`src/rtl/csc_pkg.sv`:
```
`timescale 1ns / 1ps
// ----------------------------------------------------------------------------
// csc_pkg: shared types and constants of the stereo compressor
// Sizes, register indexes, fixed-point constants and the structs that
// travel between the front end, the back end and the top level.
// ----------------------------------------------------------------------------
package csc_pkg;

  // block sizes
  localparam int CHANNELS    = 2;
  localparam int SAMPLE_BITS = 24;
  localparam int CH_W        = (CHANNELS > 1) ? $clog2(CHANNELS) : 1;

  // datapath widths
  localparam int STATE_W = 48;   // per-channel levels, Q.32 magnitudes
  localparam int GAIN_W  = 31;   // stage gains, Q1.30, at most 2^30
  localparam int KQ_W    = 33;   // compression factor, Q.32
  localparam int MUL_W   = 64;
  localparam int PROD_W  = 2 * MUL_W;
  localparam int DIV_W   = 64;
  localparam int GA_W    = 17;

  // configuration register widths and indexes
  localparam int LVL_W     = 16;
  localparam int WET_W     = 17;
  localparam int REL_W     = 37;
  localparam int CFG_W     = 37;
  localparam int CFG_IDX_W = 2;

  localparam logic [CFG_IDX_W-1:0] CFG_COMPRESS = 2'd0;
  localparam logic [CFG_IDX_W-1:0] CFG_OUTPUT   = 2'd1;
  localparam logic [CFG_IDX_W-1:0] CFG_WET      = 2'd2;
  localparam logic [CFG_IDX_W-1:0] CFG_RELEASE  = 2'd3;

  localparam logic [LVL_W-1:0] COMPRESS_RST = 16'd0;
  localparam logic [LVL_W-1:0] OUTPUT_RST   = 16'd32768;
  localparam logic [WET_W-1:0] WET_RST      = 17'd65536;
  localparam logic [REL_W-1:0] RELEASE_RST  = 37'd6442451;
  localparam logic [WET_W-1:0] WET_UNITY    = 17'd65536;

  // fixed-point constants
  localparam logic [63:0] ONE_Q32   = 64'd1 << 32;
  localparam logic [63:0] Q62       = 64'd1 << 62;
  localparam logic [GAIN_W-1:0] UNITY_Q30 = 31'd1 << 30;
  localparam logic [63:0] K_SCALE   = 64'd458752;  // 1.4 * 2^32 / 2^16 * 5
  localparam logic [63:0] SMOOTH_M  = 64'd999;

  // reciprocals for the constant divisions, exact below 2^38 and 2^50
  localparam logic [63:0] K_RECIP   = 64'd54975581389;       // ceil(2^38 / 5)
  localparam logic [63:0] SMOOTH_R  = 64'd288230376151712;   // ceil(2^58 / 1000)

  // shift amounts
  localparam int X1_SH   = SAMPLE_BITS - 1;
  localparam int DRY_SH  = 33 - SAMPLE_BITS;
  localparam int RES_SH  = 49 - SAMPLE_BITS;
  localparam int CTRL_SH = 32;
  localparam int REL_SH  = 48;
  localparam int G_SH    = 30;
  localparam int OUT_SH  = 15;
  localparam int GA_SH   = 44;
  localparam int K_SH    = 38;
  localparam int SMOOTH_SH = 58;

  localparam logic [63:0] SAT_MAG = 64'd1 << (SAMPLE_BITS - 1);

  // classified input item, front end to back end
  typedef struct packed {
    logic                   chbit;
    logic [CH_W-1:0]        ch;
    logic                   neg;
    logic                   pos;
    logic [SAMPLE_BITS-1:0] mag;
  } csc_item_t;

  // configuration registers
  typedef struct packed {
    logic [LVL_W-1:0] compress;
    logic [LVL_W-1:0] out_lvl;
    logic [WET_W-1:0] wet;
    logic [REL_W-1:0] rel_coeff;
  } csc_cfg_t;

  // one result item
  typedef struct packed {
    logic                          channel_out;
    logic signed [SAMPLE_BITS-1:0] sample_out;
    logic [GA_W-1:0]               gain_applied;
  } csc_result_t;

endpackage

```
`src/rtl/csc_front.sv`:
```
`timescale 1ns / 1ps
// ----------------------------------------------------------------------------
// csc_front: input classification and item queue
// Splits each sample into sign and magnitude, picks the channel index and
// holds up to two classified items for the back end.
// ----------------------------------------------------------------------------
module csc_front (
  input  logic                         clk,
  input  logic                         rst_n,
  input  logic                         in_valid,
  output logic                         in_ready,
  input  logic                         in_channel,
  input  logic [csc_pkg::SAMPLE_BITS-1:0] in_sample,
  output logic                         q_valid,
  input  logic                         q_ready,
  output csc_pkg::csc_item_t           q_item
);
  import csc_pkg::*;

  localparam int QDEPTH = 2;

  csc_item_t   item_c;
  csc_item_t   q_mem_r [QDEPTH];
  logic        wr_ptr_r;
  logic        rd_ptr_r;
  logic [1:0]  cnt_r;
  logic        push;
  logic        pop;

  // sign and magnitude; a zero sample counts as not positive
  always_comb begin
    item_c.chbit = in_channel;
    item_c.ch    = (CHANNELS == 1) ? '0 : CH_W'(in_channel);
    item_c.neg   = in_sample[SAMPLE_BITS-1];
    item_c.mag   = item_c.neg ? (~in_sample + 1'b1) : in_sample;
    item_c.pos   = !item_c.neg && (in_sample != '0);
  end

  assign in_ready = (cnt_r != 2'(QDEPTH));
  assign push     = in_valid && in_ready;
  assign q_valid  = (cnt_r != 2'd0);
  assign pop      = q_valid && q_ready;
  assign q_item   = q_mem_r[rd_ptr_r];

  // queue storage
  always_ff @(posedge clk) begin
    if (push) begin
      q_mem_r[wr_ptr_r] <= item_c;
    end
  end

  // queue pointers and fill count
  always_ff @(posedge clk) begin
    if (!rst_n) begin
      wr_ptr_r <= 1'b0;
      rd_ptr_r <= 1'b0;
      cnt_r    <= 2'd0;
    end else begin
      if (push) wr_ptr_r <= ~wr_ptr_r;
      if (pop)  rd_ptr_r <= ~rd_ptr_r;
      case ({push, pop})
        2'b10:   cnt_r <= cnt_r + 2'd1;
        2'b01:   cnt_r <= cnt_r - 2'd1;
        default: cnt_r <= cnt_r;
      endcase
    end
  end

endmodule

```
`config.mk`:
```
export PLATFORM = sky130hd
export DESIGN_NAME = csc_front
export DESIGN_NICKNAME = d
export VERILOG_FILES = /design/src/rtl/csc_pkg.sv /design/src/rtl/csc_front.sv
export SDC_FILE = /design/constraint.sdc
export NUM_CORES = 1
export LEC_CHECK = 0
export ABC_AREA = 1
export BUFFER_PORTS_ARGS = -buffer_cell sky130_fd_sc_hd__buf_2
export CAP_MARGIN = 30
export CORE_AREA = 2 2 78 80
export CTS_CLUSTER_SIZE = 16
export DETAILED_ROUTE_END_ITERATION = 16
export DIE_AREA = 0 0 80 82
export PLACE_DENSITY = 0.74
export SYNTH_ARGS = -nofsm -noshare
export SYNTH_HDL_FRONTEND = slang
export SYNTH_SLANG_ARGS = --single-unit
export TNS_END_PERCENT = 5
```
`constraint.sdc`:
```
create_clock -name clk -period 2.75 [get_ports clk]
set_input_delay 0.55 -clock clk [delete_from_list [all_inputs] [get_ports clk]]
set_output_delay 0.55 -clock clk [all_outputs]
set_load 0.05 [all_outputs]
```
==> results of run 1 <==
[final cells by class]
cell class	count	area [um2]
clock buffer	13	139
timing repair buffer	62	320
sequential	59	1720
multi-input combinational	167	1030
inverter	22	82.6
tap	75	93.8
clock inverter	3	38.8
fill	523	2320
[per-stage QoR]
step / cells / total power, W
finish: 401 / 0.00275
floorplan: 255 / 0.00186
global placement: 385 / 0.00203
detailed placement: 385 / 0.00205
global route: 401 / 0.00286
CTS: 401 / 0.00277
[placed cells by master (no fill, tap or decap)]
cell type,instances
mux2_2,27
buf_4,4
o21ai_4,1
dfxtp_1,5
nand2_2,5
clkinv_2,1
clkbuf_8,9
xor2_1,8
nand4_1,5
o21ai_2,4
o21ai_1,2
nor3_1,2
inv_1,22
edfxtp_1,54
nand2_1,53
clkinv_1,1
buf_2,58
bufinv_16,1
o21ai_0,10
ha_1,2
nand3_1,9
xnor2_1,5
a21oi_1,6
clkbuf_1,4
nand3b_1,2
and2_1,1
nor2_2,5
nor2_1,20
[routing by layer]
metal  vias to the layer above  part of all wire (%)  routed length [um]  track usage (%)
met5                         -                     0                   0                0
met4                         0                   2.7                 155             11.7
met3                        15                   4.1                 231             3.74
met2                        57                    51                2890             31.1
met1                       936                    42                2410             21.6
li1                       1006                     -                   -                -
[Yosys cell counts (all sizes together)]
cell type | number | area, um2
xnor2 | 5 | 43.8
buf | 7 | 51.3
nand2 | 58 | 230
and2 | 1 | 6.26
a21oi | 6 | 30.0
edfxtp | 54 | 1620
nand3b | 2 | 15.0
mux2 | 27 | 304
nor3 | 2 | 10.0
inv | 22 | 82.6
xor2 | 8 | 70.1
o21ai | 17 | 111
dfxtp | 5 | 100
ha | 2 | 25.0
nand4 | 5 | 31.3
nand3 | 9 | 45.0
nor2 | 25 | 101
[cell families after synthesis]
family                     share of synthesized area, %
and+or+nand+nor                                    15.3
DFF                                                59.8
buffers and inverters                              4.65
muxes                                              10.6
AOI/OAI and AO/OA                                  4.91
xor gates and xnor gates                           3.95
adders and majority gates                         0.869
[sequential cells by signal, summed over array words and instances (netlist names), named ones only]
name      count
wr_ptr_r      1
cnt_r         2
q_mem_r      54
rd_ptr_r      1
[power breakdown]
| group | internal, W | switching, W | total (W) | leakage (nW) |
|---|---|---|---|---|
| clock network | 0.000415 | 0.000314 | 0.000729 | 0.0890 |
| registers | 0.00111 | 0.0000294 | 0.00114 | 0.548 |
| logic | 0.000241 | 0.000638 | 0.000879 | 0.762 |
[how the worst min path moves through the flow]
| stage | slack, ps | start | to |
|---|---|---|---|
| after floorplan | 430 | rd_ptr_r | flip-flop |
| after global placement | 440 | rd_ptr_r | rd_ptr_r |
| after detailed placement | 450 | rd_ptr_r | flip-flop |
| after CTS | 380 | in_channel | q_mem_r[1][26] |
| after global routing | 400 | in_channel | q_mem_r[1][26] |
| final | 400 | in_channel | q_mem_r[1][26] |
[critical path: cells and delay by family (launching register included)]
kind | cells | cell delay [ps]
flops | 1 | 330
mux | 1 | 380
buf+inv | 2 | 460
==> reports/summary.md, run 1 <==
The first TritonRoute pass finished after 4 iterations. The H-tree generated during clock tree synthesis spans 3 levels. The post-cts gate resize count is 0.

The flow ran to the end, and the final reports show no timing, DRC or antenna violations. Sequential fraction of the synthesis area: 59.8%. Summed over all failing endpoints, the final setup total negative slack is 0 ps. The run gives 24 as the number of unique standard cell types used by synthesis. Across the run, the number of max-cap violations was 0. Root cell of the clock tree: clkbuf_8.

The remaining max-slew budget at the tightest pin is 63.5%. Setup violations remaining at the end of the flow were counted as 0. The residual DRC count was 0. The number of nets in the synthesized netlist is 286. Setup repair after global routing left no endpoint under its margin. The logs give 28 for the site row count and 59 for the total clock sinks.

After detailed routing, the total wire length is 5.70 mm. The critical path is of the flip-flop to output pin type. The launching point of the worst reg2reg path was cnt_r[0]. The termination of the worst setup path is q_item[22]. Traced cell by cell, the critical path runs through buf_4 > mux2_2 > buf_2. Mean instance size in the synthesized netlist: 11.3 um2. Peak fanout along the critical path: 14. The run gives 0 as the count of endpoints failing hold in the final timing report. The gate count of the mapped netlist was 255. The run gives 50.1% as the initial cell density of the core.

Counting cells, the worst reg-to-reg path comes to 8. The final critical path time including I/O delays and setup is 2060 ps, and the post-layout utilization of the core is 59.6%. For the sum of net half-perimeters after detailed placement, the log shows 4.08 mm.

The tools report the total routing resource utilization after global routing as 18.4%. After routing the design area is 3420 um2. The number of global-route vias before repair came out at 1988. After detailed routing, the number of vias per cell comes to 5.02. The clock-pin slew reported for the worst setup and hold paths after clock tree synthesis works out to 70 ps. The worst reg2reg path endpoint is cnt_r[1].

The run gives 0 as the final global-route overflow total. Of the cells placed in the final design, the portion with a size suffix greater than 1 is 35.3%. For the worst setup path, the data arrival time is 1510 ps. STA classifies the critical path startpoint as a flip-flop. The tools report the number of buffers inserted to repair setup after CTS as 0. The highest cell delay on the worst timing path is 380 ps. For this design the ratio of total power to cell area is 803 nW/um2. STA puts the critical path data required time at 2200 ps. The worst setup skew after layout was 7.77 ps; the pin count of the biggest net entering global routing was 29.

Pin placement for this block handled 59 I/O pins. The path class of the tightest hold or removal check is input port to flip-flop. Actual slew at the worst max-slew pin: 548 ps.

The final worst hold slack is 404 ps, and the post-placement cell area is 3250 um2. Number of antenna-violating nets in the routed design: 0. The horizontal die dimension came out at 80 um. Static leakage: 1.40 nW.

In this run, post-CTS hold repair placed 0 buffers. The first routing iteration left 137 violations. The number of antenna diodes is 0. The element type at the critical path end is an output pin.

The maximum root-to-sink buffer count came out at 2. After the last flow step, the layout net total stands at 352. Global placer's final weighted congestion: 0.884. TritonCTS built the clock tree. In this run the tool buffered the top-level ports with 58 buffer cells. After synthesis the netlist holds a flip-flop and latch count of 59.

For the worst-skew pair, the clock arrives at the later sink with an insertion delay of 340 ps. Slowest library cell on the worst path: mux2_2. The tools report the number of CTS-inserted buffers as 9. The layout-stage area growth over the synthesis result was 18.9%. Setup slack on the critical path of the routed design comes to 691 ps. The final route contains 2014 vias.

The floorplan step defined a core boundary enclosing 5750 um2. The max-slew violation total from the final report is 0, and the instance count along the most critical hold path is 1. The area of the mapped netlist came out at 2880 um2. Based on the critical path, the design can be clocked at up to 0.486 GHz. The post-route fraction of the period consumed by the critical path was 74.9%; the number of antenna violations at the first check in global routing was 0.

The floorplan step set the die height to 82 um. The tools report the die area as 6560 um2. The flop-to-flop setup slack came out at 1220 ps. The average wire length per cell after detail routing came out at 14.2 um.

At the placement stage, the worst setup path has a slack of 952 ps. The largest vdd supply drop was 0.371 mV. During synthesis, Yosys emitted a total of 0 warnings. The first global-routing pass estimated 8.81 mm of wire.
Power figures use the tool's default switching activity.
==> run 2, diff against run 1 <==
--- a/config.mk
+++ b/config.mk
@@ -8,10 +8,10 @@
 export ABC_AREA = 1
 export BUFFER_PORTS_ARGS = -buffer_cell sky130_fd_sc_hd__buf_2
 export CAP_MARGIN = 30
-export CORE_AREA = 2 2 78 80
+export CORE_AREA = 2 2 80 82
 export CTS_CLUSTER_SIZE = 16
 export DETAILED_ROUTE_END_ITERATION = 16
-export DIE_AREA = 0 0 80 82
+export DIE_AREA = 0 0 82 84
 export PLACE_DENSITY = 0.74
 export SYNTH_ARGS = -nofsm -noshare
 export SYNTH_HDL_FRONTEND = slang
==> constraint.sdc (replaced) <==
create_clock -name clk -period 1.75 [get_ports clk]
set_input_delay 0.35 -clock clk [delete_from_list [all_inputs] [get_ports clk]]
set_output_delay 0.35 -clock clk [all_outputs]
set_load 0.05 [all_outputs]
==> reports/summary.md, run 2 (same netlist as run 1, synthesis figures left out) <==
The flow ran to the end, and the final reports show no timing, DRC or antenna violations. The number of antenna-violating nets in the routed design is 0 (unchanged), and the pin count of the biggest net entering global routing is 29 (unchanged). The run gives 0.711 mV (+92%) as the largest vdd supply drop. Static timing analysis puts the maximum clock frequency at 0.573 GHz. The path depth of the worst reg2reg path works out to 9 (+1).

The site row count is 29 (+3.6%). The number of global-route vias before repair was 2058 (+3.5%); the count of port buffers added during placement was 58 (unchanged). The type of origin of the critical path was a flip-flop. The instance count along the most critical hold path was 1 (unchanged).

The number of antenna violations at the first check in global routing was 0 (unchanged); the die area was 6890 um2 (+5.0%). The clock-pin slew reported for the worst setup and hold paths after clock tree synthesis was 80 ps (about the same). Length of routed wiring on met1: 2.51 mm (+4.1%). The largest register by flop count is q_mem_r.

The first-iteration detailed-routing DRC count is 125 (-8.8%), and the power density over the cells is 1330 nW/um2 (+65%). The share of cells above drive strength 1 came out at 38.4% (+3.1 points). The root cell of the clock tree is clkbuf_8. The routed length on met3 was 256 um (+11%). In the layout the commonest cells are edfxtp_1, nand2_1, buf_2.

Internal portion of total power: 0.00334 W (+89%). The number of antenna diodes was 0 (unchanged). The worst setup skew after layout is 7.06 ps (-0.714 ps), and the post-route fraction of the period consumed by the critical path is 99.8%. Flop-to-flop setup slack: 200 ps (-1020 ps).

For the sum of internal, switching and leakage power, the log shows 0.00503 W (+83%). The largest registers in the layout are q_mem_r: 54 flops, cnt_r: 2 flops. The logs give 0 (unchanged) for the setup-violating endpoint count in the final report and 81.2% (+18 points) for the remaining max-slew budget at the tightest pin. The clock latency on the worst-skew pair is 340 ps (about the same), and the total routing resource utilization after global routing is 19.0% (+0.52 points). The worst path needs 1750 ps of the cycle, external delays included. Number of placed I/O pins: 59 (unchanged).

The class of the tightest hold or removal check was input port to flip-flop. Total clock sinks: 59 (unchanged). The tools report the number of CTS-inserted buffers as 9 (unchanged).

Worst slack at placement: 129 ps (-822 ps). The max-slew violation total from the final report is 0 (unchanged), and the maximum root-to-sink buffer count is 2 (unchanged). The library cell used most frequently in the layout, excluding fill and tap cells, is edfxtp_1. The post-layout utilization of the core came out at 62.1% (+2.5 points).

The global placer's final weighted congestion was 0.857 (-3.1%); the number of max-cap violations was 0 (unchanged). The run gives 1400 ps (-800 ps) as the critical path data required time. The slowest stage of the critical path belongs to the cell dfxtp_4. TritonCTS built the clock tree. For the power share of the sequential group, the log shows 36.0% (-5.6 points). The logic gate share of total power was 33.7% (+1.8 points); the average wire length per cell after detail routing was 15.0 um (+5.8%). Peak fanout along the critical path: 11 (-3).

STA classifies the critical path endpoint as an output pin. The residual DRC count is 0 (unchanged). The run gives 6.13 mm (+7.6%) as the total length of routed wires. The run gives 0 (unchanged) as the count of endpoints failing hold in the final timing report. The sum of net half-perimeters after detailed placement came out at 4.39 mm (+7.7%).

Horizontal die dimension: 82 um (+2.5%). The tools report the switching power as 0.00169 W (+73%). The iteration count of the initial detailed-routing pass is 4 (unchanged), and the mean number of vias per cell is 5.13 (+2.0%). The area of the placeable core is 6100 um2 (+6.1%). Met2 routed wirelength: 3.17 mm (+9.6%). The final global-route overflow total was 0 (unchanged). Setup repair after global routing could not meet its margin everywhere. The area growth from synthesis to layout is 31.5%. For the depth of the CTS H-tree, the log shows 3 (unchanged). The die extent in y works out to 84 um (+2.4%).

The highest cell delay on the worst timing path was 400 ps (+20 ps). For the routed via count, the log shows 2091 (+3.8%). Static leakage: 1.54 nW (+9.8%).

The logs give 3.51 ps (-687 ps) for the post-layout worst setup margin and 47.2% (-2.9 points) for the initial cell density of the core. The actual slew at the worst max-slew pin works out to 279 ps (-269 ps). For the clock share of power, the log shows 30.3% (+3.8 points).

Uppermost signal routing layer after detailed routing: met4. Fraction of power spent switching nets: 33.6% (-2.0 points). The number of flip-flops under the largest register name was 54 (unchanged). The logs give 9.54 mm (+8.3%) for the global-route wire length before repair and 1400 ps (-110 ps) for the data arrival time at the worst-slack endpoint. By startpoint and endpoint, the worst setup path is classified as flip-flop to output pin. The critical path goes through buf_12 > mux2_2 > buf_6. Number of nets in the layout: 357 (+1.4%).
run 2: changes by cell type in the layout (fill, tap and decap cells not counted), sizes merged:
cell,delta
buf,+4
bufinv,+2
clkbuf,-3
clkinvlp,+1
inv,+1
run 2: worst paths after layout:
| check | startpoint | endpoint |
|---|---|---|
| setup reg to reg | cnt_r[0] | cnt_r[1] |
| hold reg to reg | rd_ptr_r | flip-flop |
| hold / removal | in_channel | q_mem_r[1][26] |
| setup / recovery | flip-flop | q_item[1] |
run 2: layout make-up:
cell class	instances	area (um2)
timing repair buffer	67	588
inverter	22	82.6
fill	505	2310
sequential	59	1730
clock inverter	7	124
tap	77	96.3
clock buffer	9	124
multi-input combinational	167	1040
run 2: metrics by stage:
step	cells	area (um2)	hold WS, ps	setup TNS, ps
after floorplan	255	2900	425	0
after global placement	391	3320	434	0
after detailed placement	391	3320	453	0
after CTS	407	3700	178	-499
after global routing	408	3780	197	-503
final	408	3780	191	0
run 2: what timing repair did:
action                                  in CTS  in global routing
hold buffers                                 0                  0
gates cloned                                 0                  1
gates resized for setup                     45                 17
endpoints found under the setup margin      28                 28
buffers inserted                             0                  0
run 2: per-layer routing:
layer | vias up | GRT usage (%)
met1 | 999 | 23.1
met3 | 15 | 3.46
met4 | 0 | 10.9
li1 | 1018 | -
met2 | 59 | 30.9
met5 | - | 0
run 2: power groups by stage:
| stage | clock network [W] | registers, W | logic [W] |
|---|---|---|---|
| after floorplan | 0 | 0.00181 | 0.00112 |
| after global placement | 0 | 0.00182 | 0.00142 |
| after detailed placement | 0 | 0.00183 | 0.00144 |
| after CTS | 0.00155 | 0.00180 | 0.00161 |
| after global routing | 0.00160 | 0.00182 | 0.00179 |
| final | 0.00153 | 0.00181 | 0.00170 |
run 2: critical path, delay by kind of cell, from the launching register on:
family | cells | cell delay (ps)
buffers and inverters | 2 | 310
flip-flops | 1 | 400
multiplexers | 1 | 350
